File: src/sv/rff_pkg.sv
// rx_fifo_flow_control shared package: sizes, codes, ring pointer helpers
// and the structs passed between the control unit and the top level.
// No dependencies.
`default_nettype none

package rff_pkg;

    localparam int DEPTH      = 1024;
    localparam int ADDR_W     = $clog2(DEPTH);
    localparam int BYTE_W     = 8;
    localparam int FILL_W     = 10;
    localparam int HW_W       = 10;
    localparam int CMP_W      = (ADDR_W > HW_W) ? ADDR_W : HW_W;
    localparam int APB_ADDR_W = 3;
    localparam int APB_DATA_W = 32;
    localparam int IN_DATA_W  = 8;
    localparam int IN_USER_W  = 2;
    localparam int OUT_DATA_W = 24;

    localparam logic [HW_W-1:0]   HW_RESET = 10'd992;
    localparam logic [BYTE_W-1:0] CMD_MARK = 8'h24;    // '$'

    // register index, taken from paddr[2]
    localparam logic REG_HIGH_WATER = 1'b0;

    typedef enum logic [1:0] {
        OP_PUSH  = 2'd0,
        OP_POP   = 2'd1,
        OP_CLEAR = 2'd2,
        OP_NOP   = 2'd3
    } op_t;

    typedef enum logic {
        ST_IDLE,
        ST_EXEC
    } state_t;

    typedef struct packed {
        logic              we;
        logic [ADDR_W-1:0] waddr;
        logic [BYTE_W-1:0] wdata;
        logic              re;
        logic [ADDR_W-1:0] raddr;
    } ram_req_t;

    typedef struct packed {
        logic [FILL_W-1:0] fill_count;
        logic              overflow;
        logic              command_ready;
        logic              cts_stop;
        logic              pop_valid;
        logic [BYTE_W-1:0] pop_data;
    } result_t;

    function automatic logic [ADDR_W-1:0] ring_next(input logic [ADDR_W-1:0] p);
        return (p == ADDR_W'(DEPTH - 1)) ? '0 : p + ADDR_W'(1);
    endfunction

    // entries between read pointer and the slot after the last write
    function automatic logic [ADDR_W-1:0] ring_fill(input logic [ADDR_W-1:0] wp,
                                                    input logic [ADDR_W-1:0] rp);
        logic [ADDR_W:0] diff;
        diff = {1'b0, ring_next(wp)} - {1'b0, rp};
        if (diff[ADDR_W])
        begin
            diff = diff + (ADDR_W + 1)'(DEPTH);
        end
        return diff[ADDR_W-1:0];
    endfunction

endpackage

`default_nettype wire

File: src/sv/rff_cfg.sv
// APB register file: the high water mark register.
// Depends on rff_pkg.
`default_nettype none

module rff_cfg
    import rff_pkg::*;
(
    input  wire logic                  clk,
    input  wire logic                  rst_n,
    input  wire logic                  psel,
    input  wire logic                  penable,
    input  wire logic                  pwrite,
    input  wire logic [APB_ADDR_W-1:0] paddr,
    input  wire logic [APB_DATA_W-1:0] pwdata,
    output logic      [APB_DATA_W-1:0] prdata,
    output logic                       pready,
    output logic      [HW_W-1:0]       high_water
);

    logic [HW_W-1:0] hw_reg;
    logic [HW_W-1:0] hw_next;
    logic            hit;

    assign pready     = 1'b1;
    assign hit        = (paddr[2] == REG_HIGH_WATER);
    assign high_water = hw_reg;

    always_comb
    begin
        hw_next = hw_reg;
        if (psel && penable && pwrite && pready && hit)
        begin
            hw_next = pwdata[HW_W-1:0];
        end
        prdata = hit ? APB_DATA_W'(hw_reg) : '0;
    end

    always_ff @(posedge clk or negedge rst_n)
    begin
        if (!rst_n)
        begin
            hw_reg <= HW_RESET;
        end
        else
        begin
            hw_reg <= hw_next;
        end
    end

endmodule

`default_nettype wire

File: config.mk
export PLATFORM = sky130hd
export DESIGN_NAME = rff_cfg
export DESIGN_NICKNAME = d
export VERILOG_FILES = /design/src/sv/rff_pkg.sv /design/src/sv/rff_cfg.sv
export SDC_FILE = /design/constraint.sdc
export NUM_CORES = 1
export LEC_CHECK = 0
export BUFFER_PORTS_ARGS = -buffer_cell sky130_fd_sc_hd__buf_4
export CAP_MARGIN = 20
export CORE_MARGIN = 2
export CORE_UTILIZATION = 29
export CTS_CLUSTER_SIZE = 40
export DETAILED_ROUTE_END_ITERATION = 12
export HOLD_SLACK_MARGIN = 0.05
export PLACE_DENSITY = 0.79
export SLEW_MARGIN = 5
export SYNTH_ARGS = -nofsm -noshare
export SYNTH_HDL_FRONTEND = slang
export SYNTH_SLANG_ARGS = --single-unit
File: constraint.sdc
create_clock -name clk -period 0.9 [get_ports clk]
set_clock_uncertainty 0.15 [all_clocks]
set_input_delay 0.18 -clock clk [delete_from_list [all_inputs] [get_ports clk]]
set_output_delay 0.18 -clock clk [all_outputs]
set_load 0.005 [all_outputs]
==> flow_summary.yaml <==
drt:
  routed_via_density: 3.74
  wl_per_cell_um: 10.2
  routed_wl_um: 1450
  ant_nets: 0
  first_iter_violations: 0
  drc: 0
  vias: 528
  first_pass_iters: 1
worst_setup_path:
  r2r_slack_ns: -0.16
  rr_startpoint: "high_water[8]"
  reg2reg_to: "high_water[8]"
  path_max_fanout: 2
  crit_type: "flop to output pin"
  start_kind: "flop"
  end_kind: "output pin"
  required_ns: 0.57
  arrival_ns: 1.03
  r2r_cells: 3
floorplanning:
  die_w_um: 52.7
  dieArea_um2: 2780
  initial_utilization_pct: 30.8
  io-pin-count: 83
  die_y_um: 52.7
  row_count: 17
  core_area_um2: 2230
min_path:
  min-delay-start: "pwdata[0]"
  hold_depth: 2
  hold_path_end: "high_water[0]"
  hp-class: "input port to flop"
sta:
  final_max_slew_viol_count: 0
  grt_setup_unrepaired: "true"
  fin_worst_hold_slack_ns: -0.00729
  tns_ns: -8.75
  layout_min_cycle_time_ns: 1.36
  setup_ws_ns: -0.461
  final.period_utilization_pct: 151
  finalSetupViolCount: 29
  max_freq_mhz: 735
  hold_viol_final: 5
place:
  dp.final_hpwl_um: 1130
  gp_congestion: 0.694
  placed_cells: 120
  dpl-instance-area_um2: 950
  portBuffers: 35
synth:
  avgSynthCellArea_um2: 11.9
  synth_area_um2: 688
  yosysWarnings: 0
  yosysSeqAreaShare_pct: 37.3
  synth_seq_cells: 10
  ys_types: 9
  synthCells: 58
clock_network:
  clockBufferDepth: 2
  cts_hold_buf: 1
  htreeDepth: 1
  cts_tree: "done"
  clk_latency_ns: 0.26
  clkTransAtPathRegs_ns: 0.07
  numCtsBuffers: 3
  cts.sinks: 10
  root_buffer: "clkbuf_4"
layout:
  largest_reg_flops: 10
  design_area_um2: 1210
  final_common_cell: "buf_6"
  final_nets: 154
  mostFrequentLayoutCells: "buf_6 (27), buf_4 (26), conb_1 (23)"
  area_growth_pct: 75.5
  fin_cells: 141
  n_antenna_cell: 0
  drive_gt1_share_pct: 69.0
outcome:
  status: "complete, but fails checks"
  violations: "hold timing, setup timing"
pwr:
  power.density_nw_per_um2: 1680
  peakVddDrop_uv: 887
  p_leak_nw: 0.662
global_route:
  track_usage_pct: 11.5
  overflow: 0
  antenna_found_initial: 0
  grt_start_max_net_pins: 11
  grt_pass1_vias: 509
  grt_pass1_wl_um: 2200
run:
  drv_cap: 0
cell usage after synthesis, drive strengths merged:
master  number  area (µm²)
buf         24         184
mux2        10         150
nor2b       10        62.6
dfrtp        5         125
dfstp        5         131
conb         2        7.51
clkbuf       1        3.75
nand4b       1        23.8
worst max-delay path: stages (launching register included):
cell and delay [ns]:
dfstp_2 0.54, nor2b_4 0.14, buf_6 0.09
logic make-up (layout without fill, tap and decap cells):
kind of cell,count (synthesis),count (layout),share of synthesized area (%)
buf+inv,25,59,27.3
simple gates,11,11,12.5
mux,10,10,21.8
flops,10,10,37.3
other cells,2,23,1.09
stage by stage:
| stage | total power, mW | worst slack [ns] | utilization (%) |
|---|---|---|---|
| 3_5_place_dp | 1.31 | -0.307 | 42.5 |
| 6_report | 2.03 | -0.461 | 54.1 |
| 4_1_cts | 2.00 | -0.477 | 52.7 |
| 3_3_place_gp | 1.29 | -0.279 | 42.5 |
| 2_1_floorplan | 1.03 | -0.143 | - |
| 5_1_grt | 2.17 | -0.513 | 54.1 |
area by class of cell:
| class | instances | area (µm²) |
|---|---|---|
| well taps | 28 | 35.0 |
| fillers | 205 | 1030 |
| multi-input cells | 44 | 360 |
| flip-flops and latches | 10 | 256 |
| repair buffers | 55 | 529 |
| clock buffers | 4 | 26.3 |
power by group:
group	internal, mW	leakage, nW	switching [mW]
clock	0.171	0.0150	0.151
sequential	0.586	0.113	0.0773
combinational	0.770	0.534	0.273
routing by layer:
layer	share of wire (%)	vias up	track usage, %
li1	-	250	-
met1	32	252	11.5
met2	60	26	21.3
met3	7.4	0	3.71
met4	0	0	5.13
met5	0	-	0
how the worst max path moves through the flow:
stage | start | slack [ns] | endpoint | cells past startpoint
after floorplan | paddr[2] | -0.14 | high_water[0] | 3
after global placement | paddr[2] | -0.28 | high_water[4] | 4
after detailed placement | paddr[2] | -0.31 | high_water[8] | 4
after CTS | high_water[7] | -0.48 | prdata[7] | 2
after global routing | high_water[6] | -0.51 | prdata[6] | 2
final | high_water[5] | -0.46 | prdata[5] | 2
timing repair:
item | 4_1_cts | 5_1_grt
gates cloned | 0 | 0
setup buffers | 16 | 2
setup endpoints to repair | 30 | 30
resized for setup | 21 | 6
endpoints found under the hold margin | 20 | 10
Power figures use the tool's default switching activity.
