## src/sv/rff_pkg.sv

```systemverilog
// rx_fifo_flow_control shared package: sizes, codes, ring pointer helpers
// and the structs passed between the control unit and the top level.
// No dependencies.
`default_nettype none

package rff_pkg;

    localparam int DEPTH      = 1024;
    localparam int ADDR_W     = $clog2(DEPTH);
    localparam int BYTE_W     = 8;
    localparam int FILL_W     = 10;
    localparam int HW_W       = 10;
    localparam int CMP_W      = (ADDR_W > HW_W) ? ADDR_W : HW_W;
    localparam int APB_ADDR_W = 3;
    localparam int APB_DATA_W = 32;
    localparam int IN_DATA_W  = 8;
    localparam int IN_USER_W  = 2;
    localparam int OUT_DATA_W = 24;

    localparam logic [HW_W-1:0]   HW_RESET = 10'd992;
    localparam logic [BYTE_W-1:0] CMD_MARK = 8'h24;    // '$'

    // register index, taken from paddr[2]
    localparam logic REG_HIGH_WATER = 1'b0;

    typedef enum logic [1:0] {
        OP_PUSH  = 2'd0,
        OP_POP   = 2'd1,
        OP_CLEAR = 2'd2,
        OP_NOP   = 2'd3
    } op_t;

    typedef enum logic {
        ST_IDLE,
        ST_EXEC
    } state_t;

    typedef struct packed {
        logic              we;
        logic [ADDR_W-1:0] waddr;
        logic [BYTE_W-1:0] wdata;
        logic              re;
        logic [ADDR_W-1:0] raddr;
    } ram_req_t;

    typedef struct packed {
        logic [FILL_W-1:0] fill_count;
        logic              overflow;
        logic              command_ready;
        logic              cts_stop;
        logic              pop_valid;
        logic [BYTE_W-1:0] pop_data;
    } result_t;

    function automatic logic [ADDR_W-1:0] ring_next(input logic [ADDR_W-1:0] p);
        return (p == ADDR_W'(DEPTH - 1)) ? '0 : p + ADDR_W'(1);
    endfunction

    // entries between read pointer and the slot after the last write
    function automatic logic [ADDR_W-1:0] ring_fill(input logic [ADDR_W-1:0] wp,
                                                    input logic [ADDR_W-1:0] rp);
        logic [ADDR_W:0] diff;
        diff = {1'b0, ring_next(wp)} - {1'b0, rp};
        if (diff[ADDR_W])
        begin
            diff = diff + (ADDR_W + 1)'(DEPTH);
        end
        return diff[ADDR_W-1:0];
    endfunction

endpackage

`default_nettype wire

```

## src/sv/rff_ctrl.sv

```systemverilog
// Queue control: pointers, flags and the two-step sequencer around the store.
// Depends on rff_pkg.
`default_nettype none

module rff_ctrl
    import rff_pkg::*;
(
    input  wire logic                 clk,
    input  wire logic                 rst_n,
    input  wire logic                 in_valid,
    input  wire logic [IN_USER_W-1:0] in_op,
    input  wire logic [BYTE_W-1:0]    in_byte,
    output logic                      in_ready,
    input  wire logic [HW_W-1:0]      high_water,
    output ram_req_t                  ram_req,
    input  wire logic [BYTE_W-1:0]    ram_rdata,
    output logic                      res_valid,
    output result_t                   res,
    input  wire logic                 res_ack
);

    state_t            state_reg, state_next;
    logic [ADDR_W-1:0] rp_reg, rp_next;
    logic [ADDR_W-1:0] wp_reg, wp_next;
    logic              stop_reg, stop_next;
    logic              cmd_reg, cmd_next;
    logic              push_reg, push_next;
    logic              valid_reg, valid_next;
    logic              drop_reg, drop_next;

    logic [ADDR_W-1:0] fill_cur;
    logic [ADDR_W-1:0] fill_push;
    logic              full;
    logic              empty;
    logic              cmd_hit;

    always_comb
    begin
        fill_cur  = ring_fill(wp_reg, rp_reg);
        full      = (fill_cur == ADDR_W'(DEPTH - 1));
        empty     = (fill_cur == '0);
        fill_push = full ? fill_cur : fill_cur + ADDR_W'(1);
        // pointers already moved at accept, so fill_cur is the post-item count
        cmd_hit   = push_reg && (ram_rdata == CMD_MARK) && (fill_cur > ADDR_W'(1));

        state_next = state_reg;
        rp_next    = rp_reg;
        wp_next    = wp_reg;
        stop_next  = stop_reg;
        cmd_next   = cmd_reg;
        push_next  = push_reg;
        valid_next = valid_reg;
        drop_next  = drop_reg;
        in_ready   = 1'b0;
        res_valid  = 1'b0;
        ram_req    = '0;

        res.fill_count    = FILL_W'(fill_cur);
        res.overflow      = drop_reg;
        res.command_ready = cmd_reg | cmd_hit;
        res.cts_stop      = stop_reg;
        res.pop_valid     = valid_reg;
        res.pop_data      = valid_reg ? ram_rdata : '0;

        unique case (state_reg)
            ST_IDLE:
            begin
                in_ready = 1'b1;
                if (in_valid)
                begin
                    state_next    = ST_EXEC;
                    ram_req.re    = 1'b1;
                    ram_req.raddr = rp_reg;
                    push_next     = 1'b0;
                    valid_next    = 1'b0;
                    drop_next     = 1'b0;
                    unique case (op_t'(in_op))
                        OP_PUSH:
                        begin
                            push_next = 1'b1;
                            drop_next = full;
                            stop_next = CMP_W'(fill_push) > CMP_W'(high_water);
                            if (!full)
                            begin
                                wp_next       = ring_next(wp_reg);
                                ram_req.we    = 1'b1;
                                ram_req.waddr = ring_next(wp_reg);
                                ram_req.wdata = in_byte;
                            end
                        end
                        OP_POP:
                        begin
                            if (!empty)
                            begin
                                valid_next = 1'b1;
                                rp_next    = ring_next(rp_reg);
                            end
                        end
                        OP_CLEAR:
                        begin
                            rp_next  = '0;
                            wp_next  = ADDR_W'(DEPTH - 1);
                            cmd_next = 1'b0;
                        end
                        OP_NOP:
                        begin
                        end
                    endcase
                end
            end
            ST_EXEC:
            begin
                res_valid = 1'b1;
                if (res_ack)
                begin
                    cmd_next   = cmd_reg | cmd_hit;
                    state_next = ST_IDLE;
                end
            end
        endcase
    end

    always_ff @(posedge clk or negedge rst_n)
    begin
        if (!rst_n)
        begin
            state_reg <= ST_IDLE;
            rp_reg    <= '0;
            wp_reg    <= ADDR_W'(DEPTH - 1);
            stop_reg  <= 1'b0;
            cmd_reg   <= 1'b0;
            push_reg  <= 1'b0;
            valid_reg <= 1'b0;
            drop_reg  <= 1'b0;
        end
        else
        begin
            state_reg <= state_next;
            rp_reg    <= rp_next;
            wp_reg    <= wp_next;
            stop_reg  <= stop_next;
            cmd_reg   <= cmd_next;
            push_reg  <= push_next;
            valid_reg <= valid_next;
            drop_reg  <= drop_next;
        end
    end

endmodule

`default_nettype wire

```

## config.mk

```make
export PLATFORM = sky130hd
export DESIGN_NAME = rff_ctrl
export DESIGN_NICKNAME = d
export VERILOG_FILES = /design/src/sv/rff_pkg.sv /design/src/sv/rff_ctrl.sv
export SDC_FILE = /design/constraint.sdc
export NUM_CORES = 1
export LEC_CHECK = 0
export BUFFER_PORTS_ARGS = -buffer_cell sky130_fd_sc_hd__clkbuf_2
export CORE_MARGIN = 5
export CORE_UTILIZATION = 48
export DETAILED_ROUTE_END_ITERATION = 8
export PLACE_DENSITY = 0.78
export RECOVER_POWER = 25
export SYNTH_ARGS = -nofsm -noshare
export SYNTH_HDL_FRONTEND = slang
export SYNTH_SLANG_ARGS = --single-unit
```

## constraint.sdc

```tcl
create_clock -name clk -period 5.2 [get_ports clk]
set_input_delay 0.52 -clock clk [delete_from_list [all_inputs] [get_ports clk]]
set_output_delay 0.52 -clock clk [all_outputs]
set_load 0.05 [all_outputs]
```

==> flow_metrics.py <==
metrics = {
    "status": {
        "outcome": "completed",
    },
    "detailed_routing": {
        "wl_per_cell_um": 16.8,
        "m1WireLength_um": 3660,
        "viasPerCell": 5.93,
        "route.met2.wl_um": 4430,
        "top_layer_used": "met4",
        "drt-total-wl_um": 8810,
        "drc": 0,
        "vias": 3101,
        "met3_length_um": 567,
        "antenna_left": 0,
        "dr.pass1.iters": 5,
        "drtIter0Drc": 308,
    },
    "global_route": {
        "antenna_found_initial": 0,
        "track_usage": 0.217,
        "grt_pass1_wl_um": 13700,
        "grt_max_degree": 27,
        "gr-total-overflow": 0,
        "grt_pass1_vias": 2877,
    },
    "timing": {
        "final.setup.worst_slack_ns": 0.194,
        "setup_viol": 0,
        "slew_headroom": 0.0219,
        "fmax_ghz": 0.200,
        "fin_worst_skew_ns": 0.00336,
        "fin_crit_ns": 5.01,
        "hold_viol_final": 0,
        "slew_violations": 0,
        "worst_pin_slew_ns": 1.47,
        "hold_slack_ns": 0.456,
        "fin_crit_sh": 0.963,
    },
    "setup_path": {
        "path_cells": "ha_2, and3_1, nand2_1, nor3_2, or2_2, ha_1, fa_2, maj3_2, a21oi_2, o211ai_1, and4_1, nor2_4, and3_4, nand4_4, buf_12, nand2_4, inv_1, clkbuf_4",
        "worstPathArrival_ns": 4.49,
        "criticalPathCategory": "flip-flop to primary output",
        "cp-start-kind": "flip-flop",
        "endpoint_kind": "primary output",
        "slowest_stage": "maj3_2",
        "worstPathRequired_ns": 4.68,
        "slowest_delay_ns": 0.42,
        "worst-path-max-fanout": 11,
    },
    "flow_run": {
        "max-cap-violations": 0,
    },
    "cells_and_area": {
        "diodes": 0,
        "layout.area.seq_um2": 663,
        "area_delta_synth_final_pct": 22.8,
        "fin_area_mm2": 0.00367,
        "drive_above_1_share": 0.313,
        "multi_input_area_mm2": 0.00218,
        "fillers": 524,
        "final_common_cell": "clkbuf_2",
        "final_cell_mix": "75 x clkbuf_2, 31 x inv_1, 30 x nor2_1",
        "final_util": 0.613,
        "final_net_count": 503,
    },
    "placement": {
        "place.gp.congestion": 0.884,
        "placed_area_mm2": 0.00343,
        "post-place-ws_ns": 0.175,
        "place_hpwl_um": 6690,
        "port_buffers": 85,
    },
    "clock_tree": {
        "htree_levels": 1,
        "hold_buffers": 0,
        "clock_latency_ns": 0.28,
        "cts_buffers": 3,
        "cts_tree": "built",
        "clkSinkCount": 26,
        "cts_root_buf": "clkbuf_8",
        "path_clk_slew_ns": 0.10,
        "clock_path_buffers": 2,
    },
    "yosys": {
        "synth_area_mm2": 0.00299,
        "ys_seq_area_frac": 0.222,
        "synthFlopType": "dfrtp_1",
        "synth_seq_cells": 26,
        "yosys_warnings": 0,
        "synth-edff-count": 0,
        "synthDistinctLibCells": 71,
        "async_flop_share": 1.00,
        "synthCells": 373,
        "avgSynthCellArea_um2": 8.02,
        "synth_nets": 427,
    },
    "die": {
        "rows": 28,
        "io_pins": 86,
        "coreArea_mm2": 0.00599,
        "start_util": 0.499,
        "dieHeight_um": 88.9,
        "dieWidth_um": 88.9,
        "die-area_mm2": 0.00791,
    },
    "worst_hold_path": {
        "hold_class": "input pin to flip-flop",
    },
}
what timing repair did:
item	CTS	global route
pin swaps	0	2
setup buffers	0	2
setup endpoints to repair	9	21
gates resized for setup	14	18
hold endpoints to repair	0	0
gates cloned	0	1
cell families after synthesis:
family                   synth area share
multiplexers                       0.0205
AO/OA/AOI/OAI                       0.218
buffers and inverters              0.0807
XOR/XNOR                           0.0627
AND/OR/NAND/NOR                     0.291
flip-flops                          0.222
adder cells (fa/ha/maj)             0.105
critical path, delay by kind of cell (launching register included):
kind,cells,cell delay (ns)
AOI/OAI and AO/OA,2,0.44
adders and majority gates,4,1.24
DFF,1,0.41
and+or+nand+nor,9,1.61
buffers and inverters,3,0.51
per-stage QoR:
stage	std cells	setup TNS, ns
floorplan	373	-0.122
global placement	516	0
detailed placement	516	0
CTS	520	0
global route	523	-0.0359
finish	523	0
Yosys cell counts (3+ instances only):
master	number	area, um2
nand2_1	28	105
o211ai_1	9	67.6
a31oi_1	10	62.6
a21oi_1	21	105
dfrtp_1	16	400
dfstp_2	10	263
a21oi_2	3	26.3
nand4_1	9	56.3
a211oi_1	9	67.6
or2_2	3	18.8
buf_2	4	20.0
o21a_1	4	30.0
mux2i_1	5	50.1
and4_1	4	35.0
and3_1	19	119
nor2b_1	7	43.8
xor2_1	4	35.0
o21ai_0	4	20.0
nor3_1	8	40.0
buf_4	6	45.0
and2_1	16	100
inv_1	31	116
nor2_1	32	120
nand3_1	14	70.1
clkbuf_1	9	33.8
xnor2_1	8	70.1
o21ai_1	3	15.0
ha_1	21	263
a21o_1	6	45.0
metal layers:
layer	track usage	up-vias
met3	0.0350	15
met2	0.397	110
met5	0	-
li1	-	1496
met1	0.268	1480
met4	0.0501	0
final timing paths:
check                           from           to  slack, ns  cells after the start
max in group asynchronous      rst_n    rp_reg[3]       3.78                      1
min reg2reg                 push_reg     push_reg       0.49                      2
max                        wp_reg[0]  ram_req[29]       0.19                     18
min                         in_valid    state_reg       0.46                      2
min in group asynchronous      rst_n    rp_reg[8]       0.57                      1
max reg2reg                wp_reg[0]     stop_reg       0.25                     22
cell type report:
type,instances,share of cell area
Clock buffer,3,0.0112
Tap cell,75,0.0255
Timing Repair Buffer,92,0.148
Sequential cell,26,0.181
Inverter,32,0.0327
Multi-Input combinational cell,294,0.594
Clock inverter,1,0.00817
Power is left out: the tool's default activity adds up to more than one toggle a clock period on the data nets, which glitch-free logic cannot reach.
